===== src/hw/rtl/inf_pkg.sv =====
// ----------------------------------------------------------------------------
// inf_pkg
// Shared constants, types and the sequencer states of the instance norm block.
// ----------------------------------------------------------------------------
package inf_pkg;

    localparam int MAX_SAMPLES = 64;
    localparam int SAMPLE_BITS = 16;
    localparam int ADDR_W      = $clog2(MAX_SAMPLES);
    localparam int CNT_W       = 7;
    localparam int EPS_W       = 32;
    localparam int CFG_IDX_W   = 4;
    localparam int ACC_W       = 48;
    localparam int DIV_W       = 40;
    localparam int DVS_W       = 24;
    localparam int INV_W       = 24;
    localparam int PROD_W      = 40;
    localparam int ROOT_W      = 21;
    localparam int SQRT_STEPS  = 20;
    localparam int SQ_CNT_W    = 5;
    localparam int OUT_W       = 16;

    // register indexes
    localparam logic [CFG_IDX_W-1:0] REG_SAMPLE_COUNT = 4'd0;
    localparam logic [CFG_IDX_W-1:0] REG_EPSILON      = 4'd1;

    localparam logic [CNT_W-1:0] COUNT_RESET = 7'd64;
    localparam logic [EPS_W-1:0] EPS_RESET   = 32'd1;
    localparam logic [INV_W-1:0] INV_MAX     = {INV_W{1'b1}};

    typedef enum logic [2:0] {
        ST_LOAD,
        ST_SUM,
        ST_MEAN_DIV,
        ST_VAR,
        ST_VAR_DIV,
        ST_SQRT,
        ST_INV_DIV,
        ST_EMIT
    } t_state;

    typedef struct packed {
        logic             start;
        logic [DIV_W-1:0] dividend;
        logic [DVS_W-1:0] divisor;
    } t_div_req;

    typedef struct packed {
        logic             busy;
        logic             done;
        logic [DIV_W-1:0] quotient;
    } t_div_rsp;

endpackage


===== src/hw/rtl/inf_if.sv =====
// ----------------------------------------------------------------------------
// inf_if
// Valid/ready channels of the instance norm block: samples, results, config.
// ----------------------------------------------------------------------------
interface inf_in_if import inf_pkg::*; ();
    logic                          valid;
    logic                          ready;
    logic signed [SAMPLE_BITS-1:0] sample;

    modport source(output valid, output sample, input ready);
    modport sink(input valid, input sample, output ready);
endinterface

interface inf_out_if import inf_pkg::*; ();
    logic                    valid;
    logic                    ready;
    logic signed [OUT_W-1:0] normalized;
    logic [OUT_W-1:0]        std_dev;
    logic                    last_of_run;

    modport source(output valid, output normalized, output std_dev, output last_of_run,
                   input ready);
    modport sink(input valid, input normalized, input std_dev, input last_of_run,
                 output ready);
endinterface

interface inf_cfg_if import inf_pkg::*; ();
    logic                 valid;
    logic                 ready;
    logic [CFG_IDX_W-1:0] index;
    logic [EPS_W-1:0]     data;

    modport source(output valid, output index, output data, input ready);
    modport sink(input valid, input index, input data, output ready);
endinterface


===== src/hw/rtl/inf_divider.sv =====
// ----------------------------------------------------------------------------
// inf_divider
// Restoring divider, one quotient bit per cycle, shared by all divisions.
// ----------------------------------------------------------------------------
module inf_divider import inf_pkg::*; (
    input  logic     i_clk,
    input  logic     i_rst_n,
    input  t_div_req i_req,
    output t_div_rsp o_rsp
);

    localparam int STEP_W = $clog2(DIV_W + 1);

    logic              r_busy;
    logic              r_done;
    logic [STEP_W-1:0] r_cnt;
    logic [DIV_W-1:0]  r_quo;
    logic [DVS_W-1:0]  r_rem;
    logic [DVS_W-1:0]  r_dvs;
    logic [DVS_W:0]    trial;
    logic              fits;

    // one trial subtraction
    always_comb begin
        trial = {r_rem, r_quo[DIV_W-1]};
        fits  = (trial >= {1'b0, r_dvs});
    end

    // control
    always_ff @(posedge i_clk) begin
        if (!i_rst_n) begin
            r_busy <= 1'b0;
            r_done <= 1'b0;
            r_cnt  <= '0;
        end else begin
            r_done <= 1'b0;
            if (i_req.start) begin
                r_busy <= 1'b1;
                r_cnt  <= '0;
            end else if (r_busy) begin
                r_cnt <= r_cnt + 1'b1;
                if (r_cnt == STEP_W'(DIV_W - 1)) begin
                    r_busy <= 1'b0;
                    r_done <= 1'b1;
                end
            end
        end
    end

    // datapath
    always_ff @(posedge i_clk) begin
        if (i_req.start) begin
            r_quo <= i_req.dividend;
            r_rem <= '0;
            r_dvs <= i_req.divisor;
        end else if (r_busy) begin
            r_quo <= {r_quo[DIV_W-2:0], fits};
            r_rem <= fits ? DVS_W'(trial - {1'b0, r_dvs}) : trial[DVS_W-1:0];
        end
    end

    assign o_rsp.busy     = r_busy;
    assign o_rsp.done     = r_done;
    assign o_rsp.quotient = r_quo;

endmodule


===== src/hw/rtl/instance_norm_forward.sv =====
// Instance normalization, forward pass. The block loads S samples (S from
// sample_count, 2 to 64), then runs a sum pass, a mean division, a squared
// deviation pass, a variance division, a 20-step square root and a reciprocal
// division before it emits S results. Each pass walks every sample through a
// store read, a subtract (an add in the sum pass), a multiply and an
// accumulate or emit, and each division runs on the shared restoring divider.
// Input is not ready between the last sample of a segment and the last result
// of that segment.
// ----------------------------------------------------------------------------
// instance_norm_forward
// Top level: sample store, sequencer, multiplier, square root and output stage.
// ----------------------------------------------------------------------------
module instance_norm_forward import inf_pkg::*; (
    input  logic        i_clk,
    input  logic        i_rst_n,
    inf_in_if.sink      i_in,
    inf_out_if.source   o_out,
    inf_cfg_if.sink     i_cfg
);

    t_state r_state, n_state;
    logic   r_enter;

    logic [CNT_W-1:0] r_sample_count;
    logic [EPS_W-1:0] r_eps;
    logic [CNT_W-1:0] eff_s;
    logic [CNT_W-1:0] r_load;
    logic [CNT_W-1:0] wr_idx;

    logic [SAMPLE_BITS-1:0] r_mem [MAX_SAMPLES];
    logic [SAMPLE_BITS-1:0] r_rd;

    logic [CNT_W-1:0]              r_idx;
    logic [1:0]                    r_ph;
    logic [ACC_W-1:0]              r_acc;
    logic signed [SAMPLE_BITS-1:0] r_mean;
    logic                          r_neg;
    logic [SAMPLE_BITS-1:0]        r_mag;
    logic [PROD_W-1:0]             r_prod;
    logic [DIV_W-1:0]              r_sq_rem;
    logic [DIV_W-1:0]              r_sq_root;
    logic [DIV_W-1:0]              r_sq_bit;
    logic [SQ_CNT_W-1:0]           r_sq_cnt;
    logic [INV_W-1:0]              r_inv;

    logic                    r_o_valid;
    logic signed [OUT_W-1:0] r_o_norm;
    logic [OUT_W-1:0]        r_o_std;
    logic                    r_o_last;

    logic in_acc, cfg_acc, load_done, last_idx, out_free, step_adv, emit_fire, in_pass;
    logic sq_last;
    logic [ROOT_W-1:0] std_val;
    logic [ACC_W-1:0]  sum_mag;
    logic signed [SAMPLE_BITS:0] dev;
    logic [SAMPLE_BITS:0]        dev_abs;
    logic [INV_W-1:0]  mult_b;
    logic [DIV_W-1:0]  sq_try;
    logic [PROD_W-1:0] rnd;
    logic [OUT_W-1:0]  sat_norm;
    logic [OUT_W-1:0]  sat_std;
    logic [DIV_W-1:0]  half_s;
    t_div_req          div_req;
    t_div_rsp          div_rsp;

    // shared divider
    inf_divider u_div (
        .i_clk  (i_clk),
        .i_rst_n(i_rst_n),
        .i_req  (div_req),
        .o_rsp  (div_rsp)
    );

    // effective count and write index
    always_comb begin
        if (r_sample_count < CNT_W'(2)) begin
            eff_s = CNT_W'(2);
        end else if (r_sample_count > CNT_W'(MAX_SAMPLES)) begin
            eff_s = CNT_W'(MAX_SAMPLES);
        end else begin
            eff_s = r_sample_count;
        end
        wr_idx = (r_load >= eff_s) ? '0 : r_load;
        half_s = DIV_W'(eff_s[CNT_W-1:1]);
    end

    // handshake and step conditions
    always_comb begin
        in_acc    = i_in.valid && i_in.ready;
        cfg_acc   = i_cfg.valid && i_cfg.ready;
        load_done = in_acc && ((wr_idx + 1'b1) == eff_s);
        last_idx  = (r_idx == (eff_s - 1'b1));
        out_free  = !r_o_valid || o_out.ready;
        in_pass   = (r_state == ST_SUM) || (r_state == ST_VAR) || (r_state == ST_EMIT);
        step_adv  = in_pass && (r_ph == 2'd3) && ((r_state != ST_EMIT) || out_free);
        emit_fire = (r_state == ST_EMIT) && (r_ph == 2'd3) && out_free;
        sq_last   = !r_enter && (r_sq_cnt == SQ_CNT_W'(SQRT_STEPS - 1));
        std_val   = r_sq_root[ROOT_W-1:0];
    end

    // next state
    always_comb begin
        n_state = r_state;
        case (r_state)
            ST_LOAD:     if (load_done) n_state = ST_SUM;
            ST_SUM:      if (step_adv && last_idx) n_state = ST_MEAN_DIV;
            ST_MEAN_DIV: if (div_rsp.done) n_state = ST_VAR;
            ST_VAR:      if (step_adv && last_idx) n_state = ST_VAR_DIV;
            ST_VAR_DIV:  if (div_rsp.done) n_state = ST_SQRT;
            ST_SQRT:     if (sq_last) n_state = ST_INV_DIV;
            ST_INV_DIV: begin
                if ((r_enter && std_val == '0) || div_rsp.done) n_state = ST_EMIT;
            end
            ST_EMIT:     if (step_adv && last_idx) n_state = ST_LOAD;
            default:     n_state = ST_LOAD;
        endcase
    end

    // outputs of the sequencer: ready and divider requests
    always_comb begin
        sum_mag          = r_acc[ACC_W-1] ? ACC_W'(-r_acc) : r_acc;
        div_req.start    = 1'b0;
        div_req.dividend = '0;
        div_req.divisor  = DVS_W'(eff_s);
        case (r_state)
            ST_MEAN_DIV: begin
                div_req.start    = r_enter;
                div_req.dividend = sum_mag[DIV_W-1:0] + half_s;
            end
            ST_VAR_DIV: begin
                div_req.start    = r_enter;
                div_req.dividend = r_acc[DIV_W-1:0] + half_s;
            end
            ST_INV_DIV: begin
                div_req.start    = r_enter && (std_val != '0);
                div_req.dividend = (DIV_W'(1) << 23) + DIV_W'(std_val[ROOT_W-1:1]);
                div_req.divisor  = DVS_W'(std_val);
            end
            default: begin
                div_req.start = 1'b0;
            end
        endcase
    end

    assign i_in.ready  = (r_state == ST_LOAD);
    assign i_cfg.ready = 1'b1;

    // control registers
    always_ff @(posedge i_clk) begin
        if (!i_rst_n) begin
            r_state        <= ST_LOAD;
            r_enter        <= 1'b0;
            r_sample_count <= COUNT_RESET;
            r_eps          <= EPS_RESET;
            r_load         <= '0;
            r_idx          <= '0;
            r_ph           <= '0;
            r_sq_cnt       <= '0;
            r_o_valid      <= 1'b0;
        end else begin
            r_state <= n_state;
            r_enter <= (n_state != r_state);
            // config writes
            if (cfg_acc && i_cfg.index == REG_SAMPLE_COUNT) begin
                r_sample_count <= i_cfg.data[CNT_W-1:0];
                r_load         <= '0;
            end else if (in_acc) begin
                r_load <= load_done ? '0 : wr_idx + 1'b1;
            end
            if (cfg_acc && i_cfg.index == REG_EPSILON) begin
                r_eps <= i_cfg.data;
            end
            // per-sample phase counter
            if (in_pass) begin
                if (step_adv) begin
                    r_ph  <= '0;
                    r_idx <= last_idx ? '0 : r_idx + 1'b1;
                end else if (r_ph != 2'd3) begin
                    r_ph <= r_ph + 1'b1;
                end
            end
            // square root step count
            if (r_state == ST_SQRT) begin
                r_sq_cnt <= r_enter ? '0 : r_sq_cnt + 1'b1;
            end
            // output register
            if (emit_fire) begin
                r_o_valid <= 1'b1;
            end else if (o_out.ready) begin
                r_o_valid <= 1'b0;
            end
        end
    end

    // sample store
    always_ff @(posedge i_clk) begin
        if (in_acc) begin
            r_mem[wr_idx[ADDR_W-1:0]] <= i_in.sample;
        end
        r_rd <= r_mem[r_idx[ADDR_W-1:0]];
    end

    // deviation, multiplier operand, square root trial, rounding
    always_comb begin
        dev      = $signed({r_rd[SAMPLE_BITS-1], r_rd}) - $signed({r_mean[SAMPLE_BITS-1], r_mean});
        dev_abs  = dev[SAMPLE_BITS] ? (SAMPLE_BITS+1)'(-dev) : dev;
        mult_b   = (r_state == ST_VAR) ? INV_W'(r_mag) : r_inv;
        sq_try   = r_sq_root + r_sq_bit;
        rnd      = (r_prod + PROD_W'(2048)) >> 12;
        if (r_neg) begin
            sat_norm = (rnd > PROD_W'(32768)) ? 16'h8000 : OUT_W'(-rnd);
        end else begin
            sat_norm = (rnd > PROD_W'(32767)) ? 16'h7fff : rnd[OUT_W-1:0];
        end
        sat_std = (std_val > ROOT_W'(16'hffff)) ? 16'hffff : std_val[OUT_W-1:0];
    end

    // datapath
    always_ff @(posedge i_clk) begin
        if (load_done) begin
            r_acc <= '0;
        end
        // passes over the store
        if (in_pass && r_ph == 2'd1) begin
            if (r_state == ST_SUM) begin
                r_acc <= r_acc + ACC_W'($signed(r_rd));
            end else begin
                r_neg <= dev[SAMPLE_BITS];
                r_mag <= dev_abs[SAMPLE_BITS-1:0];
            end
        end
        if (in_pass && r_ph == 2'd2) begin
            r_prod <= PROD_W'(r_mag) * PROD_W'(mult_b);
        end
        if (r_state == ST_VAR && r_ph == 2'd3) begin
            r_acc <= r_acc + ACC_W'(r_prod);
        end
        // mean from the divider
        if (r_state == ST_MEAN_DIV && div_rsp.done) begin
            r_mean <= r_acc[ACC_W-1] ? SAMPLE_BITS'(-div_rsp.quotient)
                                     : div_rsp.quotient[SAMPLE_BITS-1:0];
            r_acc  <= '0;
        end
        // variance plus epsilon seeds the square root
        if (r_state == ST_VAR_DIV && div_rsp.done) begin
            r_sq_rem <= div_rsp.quotient + DIV_W'(r_eps);
        end
        // square root, two bits per step
        if (r_state == ST_SQRT) begin
            if (r_enter) begin
                r_sq_root <= '0;
                r_sq_bit  <= DIV_W'(1) << 38;
            end else begin
                if (r_sq_rem >= sq_try) begin
                    r_sq_rem  <= r_sq_rem - sq_try;
                    r_sq_root <= (r_sq_root >> 1) + r_sq_bit;
                end else begin
                    r_sq_root <= r_sq_root >> 1;
                end
                r_sq_bit <= r_sq_bit >> 2;
            end
        end
        // reciprocal of std
        if (r_state == ST_INV_DIV) begin
            if (r_enter && std_val == '0) begin
                r_inv <= INV_MAX;
            end else if (div_rsp.done) begin
                r_inv <= div_rsp.quotient[INV_W-1:0];
            end
        end
        // result register
        if (emit_fire) begin
            r_o_norm <= sat_norm;
            r_o_std  <= sat_std;
            r_o_last <= last_idx;
        end
    end

    assign o_out.valid       = r_o_valid;
    assign o_out.normalized  = r_o_norm;
    assign o_out.std_dev     = r_o_std;
    assign o_out.last_of_run = r_o_last;

endmodule


===== src/flat_wrapper.sv =====
// flat-port wrapper written by rule: the top's interface ports become plain ports
module instance_norm_forward_flat import inf_pkg::*;
  (i_clk, i_rst_n, i_in_valid, i_in_sample, i_in_ready, o_out_valid, o_out_normalized, o_out_std_dev, o_out_last_of_run, o_out_ready, i_cfg_valid, i_cfg_index, i_cfg_data, i_cfg_ready);
  inf_in_if i_in_i ();
  inf_out_if o_out_i ();
  inf_cfg_if i_cfg_i ();
  input  logic i_clk;
  input  logic i_rst_n;
  input wire logic [$bits(i_in_i.valid)-1:0] i_in_valid;
  input wire logic [$bits(i_in_i.sample)-1:0] i_in_sample;
  output wire logic [$bits(i_in_i.ready)-1:0] i_in_ready;
  output wire logic [$bits(o_out_i.valid)-1:0] o_out_valid;
  output wire logic [$bits(o_out_i.normalized)-1:0] o_out_normalized;
  output wire logic [$bits(o_out_i.std_dev)-1:0] o_out_std_dev;
  output wire logic [$bits(o_out_i.last_of_run)-1:0] o_out_last_of_run;
  input wire logic [$bits(o_out_i.ready)-1:0] o_out_ready;
  input wire logic [$bits(i_cfg_i.valid)-1:0] i_cfg_valid;
  input wire logic [$bits(i_cfg_i.index)-1:0] i_cfg_index;
  input wire logic [$bits(i_cfg_i.data)-1:0] i_cfg_data;
  output wire logic [$bits(i_cfg_i.ready)-1:0] i_cfg_ready;
  assign i_in_i.valid = i_in_valid;
  assign i_in_i.sample = i_in_sample;
  assign i_in_ready = i_in_i.ready;
  assign o_out_valid = o_out_i.valid;
  assign o_out_normalized = o_out_i.normalized;
  assign o_out_std_dev = o_out_i.std_dev;
  assign o_out_last_of_run = o_out_i.last_of_run;
  assign o_out_i.ready = o_out_ready;
  assign i_cfg_i.valid = i_cfg_valid;
  assign i_cfg_i.index = i_cfg_index;
  assign i_cfg_i.data = i_cfg_data;
  assign i_cfg_ready = i_cfg_i.ready;
  instance_norm_forward u_core (.i_clk(i_clk), .i_rst_n(i_rst_n), .i_in(i_in_i), .o_out(o_out_i), .i_cfg(i_cfg_i));
endmodule

===== config.mk =====
export PLATFORM = sky130hd
export DESIGN_NAME = instance_norm_forward_flat
export DESIGN_NICKNAME = d
export VERILOG_FILES = /design/src/hw/rtl/inf_pkg.sv /design/src/hw/rtl/inf_if.sv /design/src/hw/rtl/inf_divider.sv /design/src/hw/rtl/instance_norm_forward.sv /design/src/flat_wrapper.sv
export SDC_FILE = /design/constraint.sdc
export NUM_CORES = 2
export LEC_CHECK = 0
export ABC_AREA = 1
export BUFFER_PORTS_ARGS = -buffer_cell sky130_fd_sc_hd__buf_2
export CAP_MARGIN = 20
export CORE_UTILIZATION = 40
export CTS_CLUSTER_SIZE = 30
export DETAILED_ROUTE_END_ITERATION = 8
export SYNTH_ARGS = -nofsm -noshare
export SYNTH_HDL_FRONTEND = slang
export SYNTH_HIERARCHICAL = 1
export SYNTH_SLANG_ARGS = --single-unit

===== constraint.sdc =====
create_clock -name i_clk -period 19.7 [get_ports i_clk]
set_clock_uncertainty 0.1 [all_clocks]
set_input_delay 3.94 -clock i_clk [delete_from_list [all_inputs] [get_ports i_clk]]
set_output_delay 3.94 -clock i_clk [all_outputs]
set_load 0.02 [all_outputs]

**Yosys cells after proc, flatten, opt, wreduce, memory -nomap -nowiden**

Memory sizes are Yosys's and may differ from the RTL's. A register that Yosys moved wholly into a read port is not among the register bits.
Index checks and enable logic that the tools add are counted.
Widths: inputs -> output; s select.

- Bitwise operators: 4
- Reduce and logical (&&, ||, !) cells: 41
- Multipliers: 1
- Mux-type cells: 49
- $lt $le $gt $ge: 8
- Add/subtract/negate cells: 22
- Equality and inequality tests: 18

Operators with widths:

| kind | number |
|---|---|
| $mux 40 | 7 |
| $mux 48 | 4 |
| $pmux 40 s3 | 1 |
| $add 40x6->40 | 2 |
| $mux 16 | 5 |
| $mux 39 | 2 |
| $mux 24 | 3 |
| $add 48x40->48 | 1 |
| $add 48x48->48 | 1 |
| $neg 16->16 | 3 |
| $mux 7 | 6 |
| $add 39x40->40 | 1 |
| $add 40x12->40 const B | 1 |
| $add 40x32->40 | 1 |
| $add 40x40->40 | 1 |
| $ge 40x40->1 | 1 |
| $mul 16x24->40 | 1 |
| $neg 40->40 | 1 |
| $sub 40x40->40 | 1 |
| $gt 28x15->1 const B | 1 |
| $gt 28x16->1 const B | 1 |
| $add 24x20->25 const A | 1 |
| $ge 25x24->1 | 1 |
| $mux 3 | 8 |
| 40 further kinds | 88 |

- Register bits after elaboration: 459
- RAM bits: 1,024
- Output and inout bits: 36
- Bits of input ports: 57
- Logic and storage cells: 174
- Memories: 1

Memories:

| name | words | bits a word | read ports | clocked after memory_dff | write ports | line | RTL |
|---|---|---|---|---|---|---|---|
| u_core.r_mem | 64 | 16 | 1 | 1 | 1 | instance_norm_forward.sv:30 | `logic [SAMPLE_BITS-1:0] r_mem [MAX_SAMPLES];` |

**Depth between registers and ports, before layout**

- Depth in word-level cells: 12
- Gate-level depth with buffers: 35
- Depth with buffers taken out: 35

**Hierarchy**

The synthesis kept the hierarchy.

By module, submodules not included:

| module | instances | seq. area each (sq um) | area each (sq um) | cells each |
|---|---|---|---|---|
| instance_norm_forward | 1 | 39,838.2 | 85,409.4 | 9,565 |
| inf_divider | 1 | 2,562.5 | 5,856.9 | 818 |

**Worst setup path before layout**

No wires, ideal clock.

- Path kind: input -> register
- Start point: input port o_out_ready
- End point: register u_core.r_o_last (netlist: u_core/o_out.last_of_run) (enable)
- Path slack: 11.875 ns
- Arrival: 7.216 ns
- Required time: 19.091 ns
- Stages on the path: 2
- Path buffers: 0
- Setup time: 0.509 ns
- Path through: nor2_1 -> nor4_1

- Longest elaborated chain between the ends: 2

Ends and longest elaborated chain:

| what | line | RTL |
|---|---|---|
| start, declared | flat_wrapper.sv:16 | `input wire logic [$bits(o_out_i.ready)-1:0] o_out_ready;` |
| $logic_or 1x1->1 | instance_norm_forward.sv:93 | `out_free = !r_o_valid \|\| o_out.ready;` |
| $logic_and 1x1->1 | instance_norm_forward.sv:96 | `emit_fire = (r_state == ST_EMIT) && (r_ph == 2'd3) && out_free;` |
| via u_core.emit_fire | instance_norm_forward.sv:51 | `logic in_acc, cfg_acc, load_done, last_idx, out_free, step_adv, emit_fire, in_pass;` |
| end signal, assigned | instance_norm_forward.sv:275 | `r_o_last <= last_idx;` |
| end, declared | instance_norm_forward.sv:49 | `logic r_o_last;` |

The timed path passes the listed nets, and every way through them passes these cells.
A chain may end at the register's enable or synchronous reset.

**Worst setup path in the final report**

- Start point: register u_core.r_state[1]
- End point: register u_core.r_prod[34] (data pin)

- Longest elaborated chain between the ends: 3

Ends and longest elaborated chain:

| what | line | RTL |
|---|---|---|
| start, declared | instance_norm_forward.sv:21 | `t_state r_state, n_state;` |
| start signal, assigned | instance_norm_forward.sv:161 | `r_state <= n_state;` |
| $eq 3x2->1 | instance_norm_forward.sv:207 | `mult_b = (r_state == ST_VAR) ? INV_W'(r_mag) : r_inv;` |
| $mux 24 | instance_norm_forward.sv:207 |  |
| $mul 16x24->40 | instance_norm_forward.sv:233 | `r_prod <= PROD_W'(r_mag) * PROD_W'(mult_b);` |
| end signal, assigned | instance_norm_forward.sv:233 |  |
| end, declared | instance_norm_forward.sv:39 | `logic [PROD_W-1:0] r_prod;` |

No other way between the ends.

==> results.rst <==
.. list-table::
   :header-rows: 1

   * - Metric
     - Value
   * - Outcome
     - completed
   * - Chip width
     - 480 µm
   * - Largest net degree at the start of global routing
     - 162
   * - Floorplan die area
     - 230,000 µm²
   * - Die Ht
     - 480 µm
   * - Number of buffers inserted by hold repair at cts
     - 0
   * - Number of nets with antenna violations after detailed routing
     - 0
   * - Standard cell area after detailed placement
     - 95,200 µm²
   * - DP Worst Slack
     - 11.36 ns
   * - Tot GR Track Use
     - 26.2%
   * - Non-filler cells in the finished layout
     - 13,600
   * - Top library cells by usage in the layout, fill and taps aside
     - nand2_1, nor2_1, edfxtp_1
   * - Instance count after placement with tap cells included
     - 13,200
   * - CTS sink count
     - 1,479
   * - Layout overhead on the synthesized area
     - 10.5%
   * - Average wire per cell in the routed design
     - 22.7 µm
   * - Max-capacitance violation count
     - 0
   * - Warnings, synthesis
     - 6
   * - Count of final hold-check violations
     - 0
   * - Worst slew slack as a fraction of its limit
     - 21.0%
   * - Number of port buffers
     - 91
   * - Largest fanout on the critical path
     - 25
   * - Final wirelength
     - 308 mm
   * - Clock tree from TritonCTS
     - done
   * - Overflow left after global routing
     - 0
   * - Buffers inserted during post-CTS setup optimization
     - 0
   * - Total setup violations reported at the end of the flow
     - 0
   * - Total non-filler cell area in the finished layout
     - 101,000 µm²
   * - Filler cell count
     - 21,900
   * - Class of the most critical hold timing path
     - register to register
   * - Mapped Avg Cell Area
     - 8.79 µm²
   * - Deepest clock path buffer count
     - 3
   * - DRC
     - 0
   * - Most frequent standard cell in the layout excluding fill and tap cells
     - nand2_1
   * - Effective utilization at floorplan
     - 40.4%
   * - Post-Synthesis Cells
     - 10,400
   * - Required time at the worst-slack endpoint
     - 20.14 ns
   * - Post-route clock period utilization
     - 42.8%
   * - Pleak
     - 40.9 nW
   * - Total half-perimeter wirelength after legalization and detailed placement
     - 222 mm
   * - Fmax achieved
     - 119 MHz
   * - Critical Path End Type
     - register
   * - Top-Level Pins
     - 93
   * - Total area of multi-input combinational cells
     - 42,600 µm²
   * - Setup repair after global routing missed its margin
     - false
   * - Ratio of cells with drive above 1 in the final layout
     - 6.03%
   * - Least-Margin Pin Slew
     - 1.18 ns
   * - Min setup slack post-route
     - 11.27 ns
   * - Row count
     - 174
   * - Level count of the clock H-tree
     - 4
   * - Via density per instance
     - 5.53
   * - Kind of critical path
     - register to register
   * - Maximum cell stage delay along the critical path
     - 0.66 ns
   * - Number of max-slew violations in the final report
     - 0
   * - Resized cells post-CTS
     - 0
   * - Placer congestion estimate
     - 0.971
   * - Number of global-route vias before repair
     - 72,100
   * - 1st-pass router iterations
     - 6
   * - Number of antenna violations at the first check in global routing
     - 12
   * - First-pass GRT wire length
     - 458 mm
   * - Sequential standard cell area
     - 42,400 µm²
   * - Root cell of the clock tree
     - clkbuf_16
   * - Worst Path Arrival
     - 8.87 ns
   * - Clock-pin slew on the worst setup and hold paths
     - 0.06 ns
   * - Clock latency on the worst-skew pair
     - 0.86 ns
   * - Routed via count
     - 75,000
   * - Hold Path Stages
     - 2
   * - Setup TNS after final layout
     - 0 ns
   * - Num CTS Buffers
     - 165
   * - Cell with the most instances on the worst path
     - fa_1
   * - Pwr per Cell Area
     - 74.2 nW/µm²
   * - Area inside the core boundary
     - 226,000 µm²
   * - Cell with the largest stage delay on the worst path
     - o21ai_1
   * - Number of nets at the end of the flow
     - 11,200
   * - Final Critical Period
     - 8.43 ns
   * - Largest voltage drop on the vdd net
     - 0.0896 mV
   * - CP startpoint kind
     - register
   * - Total standard cell area after synthesis
     - 91,300 µm²
   * - Detailed Route Iter0 Violations
     - 7,450
   * - R2r worst-path depth
     - 28
-- registers in the layout (all words and copies together), names as in the netlist, 16 cells and up --
| signal | count |
|---|---|
| u_core/r_rd | 16 |
| u_core/u_div/r_dvs | 24 |
| u_core/o_out.normalized | 16 |
| u_core/r_sq_rem | 40 |
| u_core/r_sq_root | 40 |
| u_core/r_sq_bit | 20 |
| u_core/u_div/r_rem | 24 |
| u_core/r_mem | 1024 |
| u_core/r_mag | 16 |
| u_core/r_eps | 32 |
| u_core/r_acc | 48 |
| u_core/u_div/r_quo | 40 |
| u_core/r_inv | 24 |
| u_core/r_mean | 16 |
| u_core/o_out.std_dev | 16 |
| u_core/r_prod | 40 |
-- area by class of cell --
type                            count  share of cell area (%)
Multi-Input combinational cell   7260                    42.2
Sequential cell                  1479                    42.0
Inverter                         1275                    4.76
Clock buffer                      212                    4.32
Tap cell                         2992                    3.71
Timing Repair Buffer              244                    1.63
Clock inverter                     99                    1.28
Antenna cell                        5                  0.0124
-- layer usage --
layer	track usage (%)	vias to the layer above	part of all wire (%)
li1	-	35200	-
met2	41.9	2628	46
met1	36.4	36700	44
met5	0	-	0.012
met3	4.15	486	7.0
met4	8.50	6	3.3
-- metrics by stage --
| step | power, mW | util [%] | hold slack, ns |
|---|---|---|---|
| 2_1_floorplan | 4.03 | - | 0.328 |
| 3_3_place_gp | 4.31 | 42.2 | 0.362 |
| 3_5_place_dp | 4.32 | 42.2 | 0.366 |
| 4_1_cts | 7.53 | 44.7 | 0.376 |
| 5_1_grt | 7.74 | 44.7 | 0.402 |
| 6_report | 7.48 | 44.7 | 0.376 |
-- worst max-delay path, delay by kind of cell (launching register included) --
kind	cells	cell delay (ns)
adders and majority gates	7	3.28
AOI/OAI and AO/OA	6	1.62
buffers and inverters	7	1.56
and+or+nand+nor	7	1.00
DFF	1	0.43
xor gates and xnor gates	1	0.17
-- report_power, final --
part / switching (mW) / total, mW / internal [mW]
logic: 0.533 / 0.763 / 0.230
registers: 0.0813 / 3.51 / 3.43
clock network: 1.40 / 3.21 / 1.81
-- final timing paths --
check | startpoint | slack (ns) | endpoint
setup / recovery | u_core/r_state[1] | 11.27 | u_core/r_prod[34]
setup reg to reg | u_core/r_state[1] | 11.27 | u_core/r_prod[34]
hold reg to reg | u_core/u_div/r_rem[9] | 0.38 | u_core/u_div/r_rem[9]
hold / removal | u_core/u_div/r_rem[9] | 0.38 | u_core/u_div/r_rem[9]
(Power assumes the default switching activity.)
